$ cat src/hdl/keyed_datagram_header_parser_top_assert.svh
// Assertion macros for the keyed datagram header parser.
`ifndef KEYED_DATAGRAM_HEADER_PARSER_TOP_ASSERT_SVH
`define KEYED_DATAGRAM_HEADER_PARSER_TOP_ASSERT_SVH

// Condition implies consequence in the same cycle.
`define KDHP_ASSERT_SAME(label, clk, rst, cond, cons) \
   label: assert property (@(posedge clk) disable iff (rst) (cond) |-> (cons)) \
      else $error("assertion failed: label");

// Condition implies consequence in the next cycle.
`define KDHP_ASSERT_NEXT(label, clk, rst, cond, cons) \
   label: assert property (@(posedge clk) disable iff (rst) (cond) |=> (cons)) \
      else $error("assertion failed: label");

`endif

$ cat src/hdl/kdhp_pkg.sv
// ----------------------------------------------------------------------------
// Keyed datagram header parser package
// Transaction payload types and the result and status codes.
// ----------------------------------------------------------------------------
package kdhp_pkg;

   typedef struct packed {
      logic [7:0] data_byte;
      logic       last_byte;
   } kdhp_req_type;

   typedef struct packed {
      logic [1:0]         result_kind;
      logic [7:0]         payload_byte;
      logic [2:0]         status_code;
      logic signed [31:0] part_key;
      logic signed [63:0] time_stamp;
      logic               last_result;
   } kdhp_rsp_type;

   localparam logic [1:0] KIND_TOPIC   = 2'd0;
   localparam logic [1:0] KIND_KEY     = 2'd1;
   localparam logic [1:0] KIND_VALUE   = 2'd2;
   localparam logic [1:0] KIND_VERDICT = 2'd3;

   localparam logic [2:0] ST_OK        = 3'd0;
   localparam logic [2:0] ST_TRUNC     = 3'd1;
   localparam logic [2:0] ST_FLAGS     = 3'd2;
   localparam logic [2:0] ST_TOPIC_SZ  = 3'd3;
   localparam logic [2:0] ST_KEY_SZ    = 3'd4;
   localparam logic [2:0] ST_VALUE_SZ  = 3'd5;
   localparam logic [2:0] ST_MISMATCH  = 3'd6;

endpackage

$ cat src/hdl/keyed_datagram_header_parser_top.sv
// Results enter the three-entry result queue the cycle after their byte is
// accepted; rsp_ offers them in order. One byte per cycle while req_ready is
// high; a body byte that also ends the datagram yields two results, and
// req_ready is high whenever the queue has room for two results.
// Reset (synchronous, active high) empties the queue and returns the parser
// to the first flags byte with all held fields cleared.
// ----------------------------------------------------------------------------
// Keyed datagram header parser
// Walks the datagram layout one byte per transaction, passes body bytes out
// tagged by kind and gives a verdict with partition key and timestamp.
// ----------------------------------------------------------------------------
module keyed_datagram_header_parser_top (
   input  logic                  clock,
   input  logic                  reset,
   input  logic                  req_valid,
   output logic                  req_ready,
   input  kdhp_pkg::kdhp_req_type req_data,
   output logic                  rsp_valid,
   input  logic                  rsp_ready,
   output kdhp_pkg::kdhp_rsp_type rsp_data
);
   import kdhp_pkg::*;

   `include "keyed_datagram_header_parser_top_assert.svh"

   typedef enum logic [3:0] {
      PH_FLAGS, PH_PKEY, PH_TSZ, PH_TOPIC, PH_TS, PH_KSZ, PH_KEY, PH_VSZ,
      PH_VALUE, PH_DONE, PH_IGNORE
   } phase_type;

   phase_type    phase_ff, phase_in;
   logic [31:0]  left_ff, left_in, left_dec;
   logic [63:0]  shift_ff, shift_in, shifted;
   logic [31:0]  key_ff, key_in;
   logic [63:0]  stamp_ff, stamp_in;
   logic [2:0]   err_ff, err_in;
   logic [2:0]   verdict_status;
   logic         body_valid;
   logic [1:0]   body_kind;
   logic         accept, pop, field_end;

   kdhp_rsp_type q_ff [3];
   kdhp_rsp_type q_in [3];
   kdhp_rsp_type new0, new1;
   logic [1:0]   cnt_ff, cnt_in, cnt_pop, n_push;

   assign accept    = req_valid && req_ready;
   assign req_ready = (cnt_ff <= 2'd1);
   assign rsp_valid = (cnt_ff != 2'd0);
   assign rsp_data  = q_ff[0];
   assign pop       = rsp_valid && rsp_ready;

   assign shifted   = {shift_ff[55:0], req_data.data_byte};
   assign left_dec  = (left_ff != 32'd0) ? left_ff - 32'd1 : 32'd0;
   assign field_end = (left_dec == 32'd0);

   // Parser next state for one accepted byte.
   always_comb begin
      phase_in       = phase_ff;
      left_in        = left_ff;
      shift_in       = shift_ff;
      key_in         = key_ff;
      stamp_in       = stamp_ff;
      err_in         = err_ff;
      body_valid     = 1'b0;
      body_kind      = KIND_TOPIC;
      verdict_status = ST_OK;
      if (accept) begin
         case (phase_ff)
            PH_FLAGS, PH_PKEY, PH_TSZ, PH_TS, PH_KSZ, PH_VSZ: begin
               shift_in = shifted;
               left_in  = left_dec;
            end
            PH_TOPIC: begin
               body_valid = 1'b1;
               body_kind  = KIND_TOPIC;
               left_in    = left_dec;
            end
            PH_KEY: begin
               body_valid = 1'b1;
               body_kind  = KIND_KEY;
               left_in    = left_dec;
            end
            PH_VALUE: begin
               body_valid = 1'b1;
               body_kind  = KIND_VALUE;
               left_in    = left_dec;
            end
            PH_DONE: begin
               // A byte beyond the declared value length.
               err_in   = ST_MISMATCH;
               phase_in = PH_IGNORE;
               left_in  = 32'd0;
            end
            default: begin
            end
         endcase

         if (field_end && (phase_ff inside {PH_FLAGS, PH_PKEY, PH_TSZ, PH_TOPIC,
                                            PH_TS, PH_KSZ, PH_KEY, PH_VSZ,
                                            PH_VALUE})) begin
            shift_in = 64'd0;
            case (phase_ff)
               PH_FLAGS: begin
                  if (shifted[15:0] != 16'd0) begin
                     err_in   = ST_FLAGS;
                     phase_in = PH_IGNORE;
                     left_in  = 32'd0;
                  end else begin
                     phase_in = PH_PKEY;
                     left_in  = 32'd4;
                  end
               end
               PH_PKEY: begin
                  key_in   = shifted[31:0];
                  phase_in = PH_TSZ;
                  left_in  = 32'd2;
               end
               PH_TSZ: begin
                  if (shifted[15:0] == 16'd0 || shifted[15]) begin
                     err_in   = ST_TOPIC_SZ;
                     phase_in = PH_IGNORE;
                     left_in  = 32'd0;
                  end else begin
                     phase_in = PH_TOPIC;
                     left_in  = {16'd0, shifted[15:0]};
                  end
               end
               PH_TOPIC: begin
                  phase_in = PH_TS;
                  left_in  = 32'd8;
               end
               PH_TS: begin
                  stamp_in = shifted;
                  phase_in = PH_KSZ;
                  left_in  = 32'd4;
               end
               PH_KSZ: begin
                  if (shifted[31]) begin
                     err_in   = ST_KEY_SZ;
                     phase_in = PH_IGNORE;
                     left_in  = 32'd0;
                  end else if (shifted[31:0] == 32'd0) begin
                     phase_in = PH_VSZ;
                     left_in  = 32'd4;
                  end else begin
                     phase_in = PH_KEY;
                     left_in  = shifted[31:0];
                  end
               end
               PH_KEY: begin
                  phase_in = PH_VSZ;
                  left_in  = 32'd4;
               end
               PH_VSZ: begin
                  if (shifted[31]) begin
                     err_in   = ST_VALUE_SZ;
                     phase_in = PH_IGNORE;
                     left_in  = 32'd0;
                  end else if (shifted[31:0] == 32'd0) begin
                     phase_in = PH_DONE;
                     left_in  = 32'd0;
                  end else begin
                     phase_in = PH_VALUE;
                     left_in  = shifted[31:0];
                  end
               end
               PH_VALUE: begin
                  phase_in = PH_DONE;
                  left_in  = 32'd0;
               end
               default: begin
               end
            endcase
         end

         if (err_in != ST_OK) begin
            verdict_status = err_in;
         end else if (phase_in == PH_DONE) begin
            verdict_status = ST_OK;
         end else if (phase_in == PH_VALUE) begin
            verdict_status = ST_MISMATCH;
         end else begin
            verdict_status = ST_TRUNC;
         end
      end
   end

   // Results of this transaction, body byte first.
   always_comb begin
      kdhp_rsp_type body_rsp, verdict_rsp;
      body_rsp.result_kind  = body_kind;
      body_rsp.payload_byte = req_data.data_byte;
      body_rsp.status_code  = ST_OK;
      body_rsp.part_key     = '0;
      body_rsp.time_stamp   = '0;
      body_rsp.last_result  = !req_data.last_byte;

      verdict_rsp.result_kind  = KIND_VERDICT;
      verdict_rsp.payload_byte = 8'd0;
      verdict_rsp.status_code  = verdict_status;
      verdict_rsp.part_key     = key_in;
      verdict_rsp.time_stamp   = stamp_in;
      verdict_rsp.last_result  = 1'b1;

      new0   = body_valid ? body_rsp : verdict_rsp;
      new1   = verdict_rsp;
      n_push = accept ? ({1'b0, body_valid} + {1'b0, req_data.last_byte}) : 2'd0;
   end

   // Result queue: pop from the head, then append behind what remains.
   always_comb begin
      q_in = q_ff;
      if (pop) begin
         q_in[0] = q_ff[1];
         q_in[1] = q_ff[2];
      end
      cnt_pop = cnt_ff - {1'b0, pop};
      for (int i = 0; i < 3; i++) begin
         if (n_push != 2'd0 && 2'(i) == cnt_pop) begin
            q_in[i] = new0;
         end
         if (n_push == 2'd2 && 2'(i) == 2'(cnt_pop + 2'd1)) begin
            q_in[i] = new1;
         end
      end
      cnt_in = cnt_pop + n_push;
   end

   always_ff @(posedge clock) begin
      if (reset) begin
         phase_ff <= PH_FLAGS;
         left_ff  <= 32'd2;
         shift_ff <= 64'd0;
         key_ff   <= 32'd0;
         stamp_ff <= 64'd0;
         err_ff   <= ST_OK;
         cnt_ff   <= 2'd0;
      end else begin
         cnt_ff <= cnt_in;
         if (accept && req_data.last_byte) begin
            phase_ff <= PH_FLAGS;
            left_ff  <= 32'd2;
            shift_ff <= 64'd0;
            key_ff   <= 32'd0;
            stamp_ff <= 64'd0;
            err_ff   <= ST_OK;
         end else begin
            phase_ff <= phase_in;
            left_ff  <= left_in;
            shift_ff <= shift_in;
            key_ff   <= key_in;
            stamp_ff <= stamp_in;
            err_ff   <= err_in;
         end
      end
   end

   always_ff @(posedge clock) begin
      q_ff <= q_in;
   end

   `KDHP_ASSERT_SAME(a_ignore_has_error, clock, reset, phase_ff == PH_IGNORE, err_ff != ST_OK)
   `KDHP_ASSERT_NEXT(a_last_restarts, clock, reset, accept && req_data.last_byte, phase_ff == PH_FLAGS && left_ff == 32'd2 && err_ff == ST_OK)
   `KDHP_ASSERT_NEXT(a_last_gives_verdict, clock, reset, accept && req_data.last_byte, rsp_valid)
   `KDHP_ASSERT_SAME(a_body_has_count, clock, reset, phase_ff == PH_TOPIC || phase_ff == PH_KEY || phase_ff == PH_VALUE, left_ff != 32'd0)

endmodule

$ cat config.mk
export PLATFORM = sky130hd
export DESIGN_NAME = keyed_datagram_header_parser_top
export DESIGN_NICKNAME = d
export VERILOG_FILES = /design/src/hdl/kdhp_pkg.sv /design/src/hdl/keyed_datagram_header_parser_top.sv
export VERILOG_INCLUDE_DIRS = /design/src /design/src/hdl
export SDC_FILE = /design/constraint.sdc
export NUM_CORES = 1
export LEC_CHECK = 0
export BUFFER_PORTS_ARGS = -buffer_cell sky130_fd_sc_hd__clkbuf_2
export CAP_MARGIN = 20
export CELL_PAD_IN_SITES_DETAIL_PLACEMENT = 0
export CELL_PAD_IN_SITES_GLOBAL_PLACEMENT = 2
export CORE_MARGIN = 5
export CORE_UTILIZATION = 44
export DETAILED_ROUTE_END_ITERATION = 10
export GPL_TIMING_DRIVEN = 1
export HOLD_SLACK_MARGIN = 0.03
export PLACE_DENSITY_LB_ADDON = 0.2
export SETUP_SLACK_MARGIN = 0.02
export SYNTH_ARGS = -nofsm -noshare
export SYNTH_HDL_FRONTEND = slang
export SYNTH_SLANG_ARGS = --single-unit
$ cat constraint.sdc
create_clock -name clock -period 15.6 [get_ports clock]
set_clock_uncertainty 0.15 [all_clocks]
set_input_delay 1.56 -clock clock [delete_from_list [all_inputs] [get_ports clock]]
set_output_delay 1.56 -clock clock [all_outputs]
set_load 0.02 [all_outputs]
==> results of run 1 <==
-- worst min-delay path by stage --
stage	startpoint	cells after the start	slack (ns)	end
6_report	q_ff[106]	1	0.32	q_ff[106]
5_1_grt	q_ff[104]	1	0.35	q_ff[104]
4_1_cts	q_ff[106]	1	0.32	q_ff[106]
3_5_place_dp	q_ff[106]	1	0.31	q_ff[106]
3_3_place_gp	q_ff[106]	1	0.30	q_ff[106]
2_1_floorplan	q_ff[100]	1	0.29	q_ff[100]
-- flip-flops by register name, indices dropped and copies added, names as in the netlist --
register and flops:
key_ff 32, stamp_ff 64, phase_ff 4, cnt_ff 2, left_ff 32, err_ff 3
q_ff 220, shift_ff 56, rsp_data 110
-- layer usage --
layer | global-route usage [%] | vias up | share of wire [%]
li1 | - | 7777 | -
met1 | 28.1 | 7957 | 46
met2 | 33.7 | 355 | 47
met3 | 3.48 | 85 | 4.5
met4 | 5.77 | 0 | 2.6
met5 | 0 | - | 0
-- critical path: stages (launching register included) --
cell	delay (ns)
dfxtp_1	0.39
inv_1	0.09
ha_1	0.33
or4b_4	0.55
or4_1	0.81
or4b_2	0.77
nand4_1	0.14
or4_1	0.23
o31a_1	0.30
or4_4	0.47
buf_4	0.91
mux2i_4	0.41
o21ai_1	0.11
-- through the flow --
step                instance area (um^2)  util [%]  setup slack, ns  hold slack [ns]
floorplan                          23700         -             9.07            0.291
CTS                                25700      48.0             9.58            0.324
global route                       25700      48.0             9.27            0.346
detailed placement                 24000      44.8             9.44            0.310
finish                             25700      48.0             9.59            0.320
global placement                   24000      44.8             9.47            0.300
-- placed cells by master (no fill, tap or decap), types with 8 or more instances in the layout --
cell type / netlist / final
a211oi_1: 25 / 25
a21oi_1: 72 / 69
a31oi_1: 8 / 8
a32o_1: 10 / 10
buf_4: 110 / 29
clkbuf_1: 131 / 23
clkbuf_16: 0 / 55
clkbuf_2: 5 / 124
dfxtp_1: 226 / 226
edfxtp_1: 297 / 297
inv_1: 12 / 11
mux2i_1: 110 / 110
mux2i_4: 60 / 60
nand2_1: 331 / 327
nand2b_1: 11 / 11
nand3_1: 80 / 79
nand4_1: 12 / 12
nor2_1: 251 / 249
nor3_1: 32 / 32
nor4_1: 24 / 23
o21ai_0: 124 / 124
o21ai_1: 145 / 145
or2_2: 13 / 13
or3_1: 10 / 10
or4_1: 9 / 8
xnor2_1: 8 / 8
-- power by group through the flow --
stage	sequential [mW]	clock, mW	combinational, mW
6_report	1.88	1.27	0.945
3_3_place_gp	1.91	0	0.951
3_5_place_dp	1.92	0	0.959
5_1_grt	1.91	1.36	1.04
2_1_floorplan	1.87	0	0.785
4_1_cts	1.89	1.30	0.961
-- cell families (layout without fill, tap and decap cells) --
| group | count (synthesis) | count (layout) | synth area share (%) |
|---|---|---|---|
| compound gates | 451 | 451 | 11.0 |
| simple gates | 797 | 797 | 14.5 |
| fa+ha+maj | 4 | 4 | 0.211 |
| buf+inv | 283 | 268 | 6.67 |
| mux | 171 | 171 | 10.4 |
| flops | 523 | 523 | 56.7 |
| xor+xnor | 15 | 15 | 0.554 |
-- final cells by class --
| cell class | count | area share (%) |
|---|---|---|
| well taps | 696 | 3.39 |
| clock inverters | 20 | 0.735 |
| repair buffers | 153 | 3.26 |
| multi-input cells | 1438 | 34.2 |
| clock buffers | 83 | 5.96 |
| flip-flops and latches | 523 | 52.3 |
| inverters | 12 | 0.185 |
==> out/summary.txt, run 1 <==
status: finished clean
remaining antenna violation count after routing: 0
top-count cell post-synth: nand2_1
final non-filler cell total: 2,925
multi-input logic area: 8790 um^2
DR vias: 16,200
core area: 53,600 um^2
Hold Violations, Final: 0
post-synthesis sequential area ratio: 56.7%
worst hold path class: flop to flop
power density cells: 159 nW/um^2
RSZ-0062 raised after global routing: false
Area Overhead vs Synth: 8.46%
prevailing post-synth register cell: edfxtp_1
Crit Reg-Reg Endpoint: rsp_data[52]
Setup TNS: 0 ns
warnings from Yosys: 0
post-CTS sizing: 0
total power: 4.10 mW
FF/Latch Area: 13,400 um^2
final count of negative-setup-slack endpoints: 0
dpl cells: 2,822
first-pass GRT wire length: 96,200 um
Post-CTS Repair Setup Buffers: 0
Pins Over Slew Limit: 0
Seq cells post-synth: 523
Routed wire per std cell: 21.2 um
Clock Tree Root: clkbuf_16
Crit path arrival time: 6.17 ns
crit path kind: flop to flop
Global Route Usage Sum: 20.5%
beginning of the worst register-to-register path: left_ff[0]
Max-Cap Viols: 0
layout cell share with drive strength beyond 1: 14.6%
Internal: 2.75 mW
Sw Share: 32.8%
async set-reset flop share out of synthesis: 0%
Die Y: 242 um
largest net degree at the start of global routing: 81
# nets final: 2,200
worst reg2reg setup slack: 9.59 ns
crit path launch type: flop
Via density: 5.53
Post-synth EDFFs: 297
Cell variety after synth: 71
Clk pwr share: 30.9%
crit-path max FO: 29
Post-DP HPWL: 36,300 um
Max-slew headroom: 27.2%
clk sink count: 523
initial antenna violation count: 0
I/O Buffers: 124
fmax: 166 MHz
Clock Tree Buf Depth: 3
Clock Pin Slew Worst Setup and Hold Paths: 0.06 ns
leakage: 9.46 nW
most frequent cells after synthesis: nand2_1 (331), edfxtp_1 (297), nor2_1 (251)
crit path from: left_ff[0]
worst path required time: 15.76 ns
die width: 242 um
post-synth top area share: 37.6%
CTS buffer count: 55
I/O pin count: 125
Switch Pwr: 1.34 mW
Cell Area, Synth: 23,700 um^2
DRC violations left: 0
Combinational Power Share: 23.1%
hold_buf cts: 0
diode count: 0
Worst Setup End Kind: flop
final worst path period share: 38.5%
DRT Wirelength: 61,900 um
FP Rows: 85
post-layout min period: 6.01 ns
worst-margin pin slew: 1.09 ns
clk_lat worst skew: 0.61 ns
Die Area: 58,600 um^2
r2r worst-path depth: 12
Synth area leaders: edfxtp_1 (38%), dfxtp_1 (19%), mux2i_4 (5.7%), nand2_1 (5.2%), mux2i_1 (4.6%)
Pre-antenna DRT Iters: 5
Starting DRT DRC Count: 1,109
vias in the first global route: 16,000
Initial Util: 44.2%
leading area contributor after synthesis: edfxtp_1
gr ovfl total: 0
H-tree levels: 2
Setup crit end: rsp_data[52]
Mapped Cells: 2,244
Peak VDD IR: 0.0956 mV
Placer Congestion: 0.853
sequential power share: 46.0%
Syn Nets: 2,261
fillers: 5,032
Mean Syn Cell Area: 10.6 um^2
CTS tree: yes
Note: power is estimated with default switching activity, not from simulation.
==> run 2, diff against run 1 <==
--- a/config.mk
+++ b/config.mk
@@ -11,7 +11,7 @@
 export CELL_PAD_IN_SITES_DETAIL_PLACEMENT = 0
 export CELL_PAD_IN_SITES_GLOBAL_PLACEMENT = 2
 export CORE_MARGIN = 5
-export CORE_UTILIZATION = 44
+export CORE_UTILIZATION = 37
 export DETAILED_ROUTE_END_ITERATION = 10
 export GPL_TIMING_DRIVEN = 1
 export HOLD_SLACK_MARGIN = 0.03
==> constraint.sdc (replaced) <==
create_clock -name clock -period 5 [get_ports clock]
set_clock_uncertainty 0.15 [all_clocks]
set_input_delay 0.5 -clock clock [delete_from_list [all_inputs] [get_ports clock]]
set_output_delay 0.5 -clock clock [all_outputs]
set_load 0.02 [all_outputs]
==> out/summary.txt, run 2 (synthesis gave the netlist of run 1 again) <==
# nets final: 2,278 (+3.5%)
FP Rows: 92 (+8.2%)
H-tree levels: 2 (unchanged)
Routed wire per std cell: 21.2 um (+0.26%)
leakage: 10.0 nW (+5.7%)
max reg flops: 220 (unchanged)
grt peak-use layer: met2
most frequent cells in the layout: nand2_1 (327), edfxtp_1 (297), nor2_1 (249)
worst-margin pin slew: 1.05 ns (-0.0431 ns)
vias in the first global route: 16,600 (+4.1%)
first-pass GRT wire length: 103,000 um (+7.3%)
diode count: 0 (unchanged)
post-layout min period: 4.59 ns (-1.42 ns)
DRC violations left: 0 (unchanged)
final non-filler cell total: 3,154 (+7.8%)
DP Area: 25,100 um^2 (+4.5%)
clk sink count: 523 (unchanged)
design area: 26,900 um^2 (+4.6%)
crit-path max FO: 32 (+10%)
Biggest register: q_ff
initial antenna violation count: 0 (unchanged)
GR Layer Usage met3: 2.73% (-0.75 points)
power density cells: 491 nW/um^2 (+210%)
Clock Pin Slew Worst Setup and Hold Paths: 0.06 ns (about the same)
Via density: 5.29 (-4.4%)
Die Y: 263 um (+8.7%)
Post-DP HPWL: 41,400 um (+14%)
Initial Util: 37.4% (-6.8 points)
Worst Hold Launch: req_valid
Clock Tree Buf Depth: 3 (unchanged)
Max-slew headroom: 29.9% (+2.7 points)
Pre-antenna DRT Iters: 5 (unchanged)
die width: 263 um (+8.7%)
DRT Wirelength: 66,900 um (+8.1%)
RSZ-0062 raised after global routing: false
Max-Cap Viols: 0 (unchanged)
crit path launch type: flop
layout cell share with drive strength beyond 1: 18.0% (+3.4 points)
Hold Violations, Final: 0 (unchanged)
crit path kind: flop to flop
met1 GRT Util: 26.0% (-2.1 points)
Die Area: 69,200 um^2 (+18%)
Setup WS pre-CTS: 0.164 ns (-9.28 ns)
core area: 63,300 um^2 (+18%)
beginning of the worst register-to-register path: left_ff[1]
Setup TNS: 0 ns (unchanged)
final worst path period share: 91.7% (+53 points)
Pins Over Slew Limit: 0 (unchanged)
final setup margin: 0.413 ns (-9.18 ns)
GR Util met2: 30.9% (-2.8 points)
gr ovfl total: 0 (unchanged)
I/O pin count: 125 (unchanged)
Placer Congestion: 0.869 (+1.9%)
CTS tree: yes
crit path from: left_ff[1]
total power: 13.2 mW (+220%)
Global Route Usage Sum: 18.7% (-1.8 points)
Area Overhead vs Synth: 13.4%
Starting DRT DRC Count: 1,127 (+1.6%)
Crit path arrival time: 4.81 ns (-1.36 ns)
DR vias: 16,700 (+3.1%)
Worst Setup End Kind: flop
clk_lat worst skew: 0.61 ns (about the same)
final count of negative-setup-slack endpoints: 0 (unchanged)
commonest non-fill, non-tap cell in the layout: nand2_1
fmax: 218 MHz (+31%)
CTS buffer count: 56 (+1.8%)
Clock Tree Root: clkbuf_16
status: finished clean
largest net degree at the start of global routing: 100 (+23%)
Peak VDD IR: 0.265 mV (+180%)
I/O Buffers: 124 (unchanged)
dpl cells: 3,047 (+8.0%)
worst hold path class: primary input to flop
worst path required time: 5.22 ns (-10.54 ns)
remaining antenna violation count after routing: 0 (unchanged)
## run 2: per-stage QoR
stage,hold WS (ns),utilization [%]
2_1_floorplan,0.291,-
3_3_place_gp,0.297,39.6
3_5_place_dp,0.308,39.6
4_1_cts,0.0987,42.4
5_1_grt,0.144,42.5
6_report,0.140,42.5
## run 2: layout make-up
type | count | area [um^2]
fillers | 6161 | 36400
flip-flops and latches | 523 | 13400
clock inverters | 26 | 214
inverters | 12 | 48.8
repair buffers | 230 | 1760
multi-input cells | 1438 | 8790
clock buffers | 79 | 1580
well taps | 846 | 1060
## run 2: worst max-delay path, stage by stage (launching register included)
cell	delay, ns
dfxtp_1	0.31
inv_1	0.06
ha_1	0.16
or4b_4	0.52
or4_4	0.61
o41ai_2	0.32
nand4_1	0.15
or4_1	0.46
buf_4	0.18
o31ai_2	0.35
nand3_2	0.15
buf_12	0.22
mux2i_2	0.33
o21ai_0	0.16
buf_4	0.18
## run 2: metal layers
layer	vias to the layer above	wire (um)
met5	-	0
met4	0	1520
met3	85	2880
met2	384	31600
met1	8250	31000
li1	7962	-
## run 2: power breakdown
| group | internal (mW) | total [mW] | switching, mW |
|---|---|---|---|
| clock | 2.31 | 4.06 | 1.75 |
| combinational | 1.02 | 3.30 | 2.28 |
| sequential | 5.49 | 5.84 | 0.343 |
| total | 8.82 | 13.2 | 4.38 |
## run 2: worst paths after layout
check | slack (ns) | to | cells past startpoint
max | 0.41 | rsp_data[87] | 14
min | 0.14 | cnt_ff[1] | 4
max reg2reg | 0.41 | rsp_data[87] | 14
min reg2reg | 0.32 | q_ff[104] | 1
## run 2: what timing repair did
item                                    CTS  global route
setup buffers                             0             1
resized for setup                         0             3
endpoints found under the setup margin    0           186
hold endpoints to repair                  2             0
hold buffers                              1             0
==> run 3, diff against run 2 <==
--- a/config.mk
+++ b/config.mk
@@ -16,6 +16,7 @@
 export GPL_TIMING_DRIVEN = 1
 export HOLD_SLACK_MARGIN = 0.03
 export PLACE_DENSITY_LB_ADDON = 0.2
+export REMOVE_ABC_BUFFERS = 1
 export SETUP_SLACK_MARGIN = 0.02
 export SYNTH_ARGS = -nofsm -noshare
 export SYNTH_HDL_FRONTEND = slang
==> out/summary.txt, run 3 (synthesis gave the netlist of run 1 again) <==
clk sink count: 523 (unchanged)
Area Overhead vs Synth: 13.8%
Placer Congestion: 0.875 (+0.72%)
Global Route Usage Sum: 18.9% (+0.24 points)
Pins Over Slew Limit: 0 (unchanged)
crit path kind: flop to flop
clk_lat worst skew: 0.62 ns (about the same)
Clock Tree Root: clkbuf_16
FP Rows: 92 (unchanged)
FF/Latch Area: 13,400 um^2 (unchanged)
layout cell share with drive strength beyond 1: 18.0% (-0.050 points)
final non-filler cell total: 3,166 (+0.38%)
worst reg2reg setup slack: 0.31 ns (-0.10 ns)
DR vias: 16,700 (+0.024%)
fmax: 213 MHz (-2.2%)
Worst Hold Path Cells: 4 (unchanged)
remaining antenna violation count after routing: 0 (unchanged)
Clock Tree Buf Depth: 3 (unchanged)
I/O Buffers: 124 (unchanged)
status: finished clean
multi-input logic area: 8790 um^2 (about the same)
Crit path buffers/inverters: 3 (-1)
WHS Endpoint: cnt_ff[1]
initial antenna violation count: 0 (unchanged)
diode count: 0 (unchanged)
first-pass GRT wire length: 104,000 um (+0.67%)
Die Area: 69,200 um^2 (unchanged)
Setup TNS: 0 ns (unchanged)
Die Y: 263 um (unchanged)
worst path required time: 5.19 ns (-0.03 ns)
gr ovfl total: 0 (unchanged)
RSZ-0062 raised after global routing: false
fillers: 6,141 (-0.32%)
Via density: 5.27 (-0.36%)
CTS buffer count: 57 (+1.8%)
DRT Wirelength: 67,500 um (+0.86%)
vias in the first global route: 16,800 (+0.82%)
Worst Hold Launch: req_valid
commonest non-fill, non-tap cell in the layout: nand2_1
final setup margin: 0.308 ns (-0.104 ns)
Post-DP HPWL: 40,700 um (-1.8%)
Worst Setup End Kind: flop
core area: 63,300 um^2 (unchanged)
design area: 27,000 um^2 (+0.28%)
# nets final: 2,289 (+0.48%)
max reg flops: 220 (unchanged)
Routed wire per std cell: 21.3 um (+0.48%)
total power: 13.2 mW (about the same)
Crit Reg-Reg Endpoint: q_ff[154]
dpl cells: 3,058 (+0.36%)
CTS tree: yes
power density cells: 490 nW/um^2 (-0.23%)
final worst path period share: 93.8% (+2.1 points)
crit-path max FO: 14 (-56%)
H-tree levels: 2 (unchanged)
final count of negative-setup-slack endpoints: 0 (unchanged)
post-layout min period: 4.69 ns (+0.104 ns)
DP Area: 25,200 um^2 (+0.47%)
largest net degree at the start of global routing: 143 (+43%)
Initial Util: 37.4% (unchanged)
Setup WS pre-CTS: 0.250 ns (+0.0856 ns)
CP delay by family, top: simple AND/OR/NAND/NOR gates
Hold Violations, Final: 0 (unchanged)
most frequent cells in the layout: nand2_1 (327), edfxtp_1 (297), nor2_1 (249)
I/O pin count: 125 (unchanged)
crit path cell chain: inv_1 > ha_1 > or4b_4 > or4_4 > o41ai_2 > nand4_1 > or4_1 > o31a_1 > or4_4 > buf_12 > buf_12 > mux2i_4 > o21ai_1
Pre-antenna DRT Iters: 8 (+3)
DRC violations left: 0 (unchanged)
crit path launch type: flop
worst-margin pin slew: 0.950 ns (-0.0987 ns)
CP max stage cell: or4_4
slowest cell delay on critical path: 0.59 ns (-0.02 ns)
worst hold path class: primary input to flop
r2r worst-path depth: 13 (-1)
leakage: 10.0 nW (+0.40%)
Starting DRT DRC Count: 1,198 (+6.3%)
Max-slew headroom: 36.4% (+6.5 points)
Crit path arrival time: 4.88 ns (+0.07 ns)
beginning of the worst register-to-register path: left_ff[1]
Clock Pin Slew Worst Setup and Hold Paths: 0.06 ns (about the same)
Biggest register: q_ff
Max-Cap Viols: 0 (unchanged)
Peak VDD IR: 0.278 mV (+5.1%)
die width: 263 um (unchanged)
==> run 3: worst max path at each step <==
stage	startpoint	to	slack, ns	cells past startpoint
2_1_floorplan	phase_ff[0]	rsp_data[10]	-5.13	9
3_3_place_gp	left_ff[1]	q_ff[170]	0.36	13
3_5_place_dp	left_ff[1]	q_ff[154]	0.25	13
4_1_cts	left_ff[1]	q_ff[162]	0.22	13
5_1_grt	left_ff[1]	q_ff[162]	0.12	13
6_report	left_ff[1]	q_ff[154]	0.31	13
==> run 3: stage by stage <==
stage | hold WS, ns | util, %
after floorplan | 0.291 | -
after global placement | 0.297 | 39.8
after detailed placement | 0.309 | 39.8
after CTS | 0.0950 | 42.6
after global routing | 0.167 | 42.6
final | 0.138 | 42.6
==> run 3: cell type report <==
class | instances | area share, %
multi-input combinational | 1438 | 32.6
sequential | 523 | 49.8
timing repair buffer | 240 | 6.88
tap | 846 | 3.92
inverter | 12 | 0.176
clock inverter | 21 | 0.543
clock buffer | 86 | 6.03
==> run 3: what timing repair did <==
action,CTS,global route
hold buffers,1,0
resized for setup,0,1
endpoints found under the setup margin,0,4
setup buffers,0,0
hold endpoints to repair,2,0
==> run 3: worst register-to-register path, stage by stage, from the launching register on <==
cell and delay [ns]:
dfxtp_1 0.37, inv_1 0.08, ha_1 0.15, or4b_4 0.49
or4_4 0.59, o41ai_2 0.33, nand4_1 0.15, or4_1 0.48
o31a_1 0.35, or4_4 0.56, buf_12 0.21, buf_12 0.21
mux2i_4 0.21, o21ai_1 0.10
==> run 3: layer usage <==
| layer | wire [um] | up-vias | global-route usage (%) |
|---|---|---|---|
| met3 | 2760 | 87 | 2.83 |
| met5 | 0 | - | 0 |
| met1 | 31100 | 8282 | 25.9 |
| met2 | 32200 | 367 | 31.9 |
| met4 | 1420 | 0 | 4.36 |
| li1 | - | 7949 | - |
==> run 3: power breakdown <==
| group | leakage, nW | internal [mW] | switching (mW) | total (mW) |
|---|---|---|---|---|
| logic | 4.53 | 1.03 | 2.33 | 3.36 |
| registers | 4.66 | 5.49 | 0.334 | 5.83 |
| clock network | 0.856 | 2.29 | 1.73 | 4.02 |
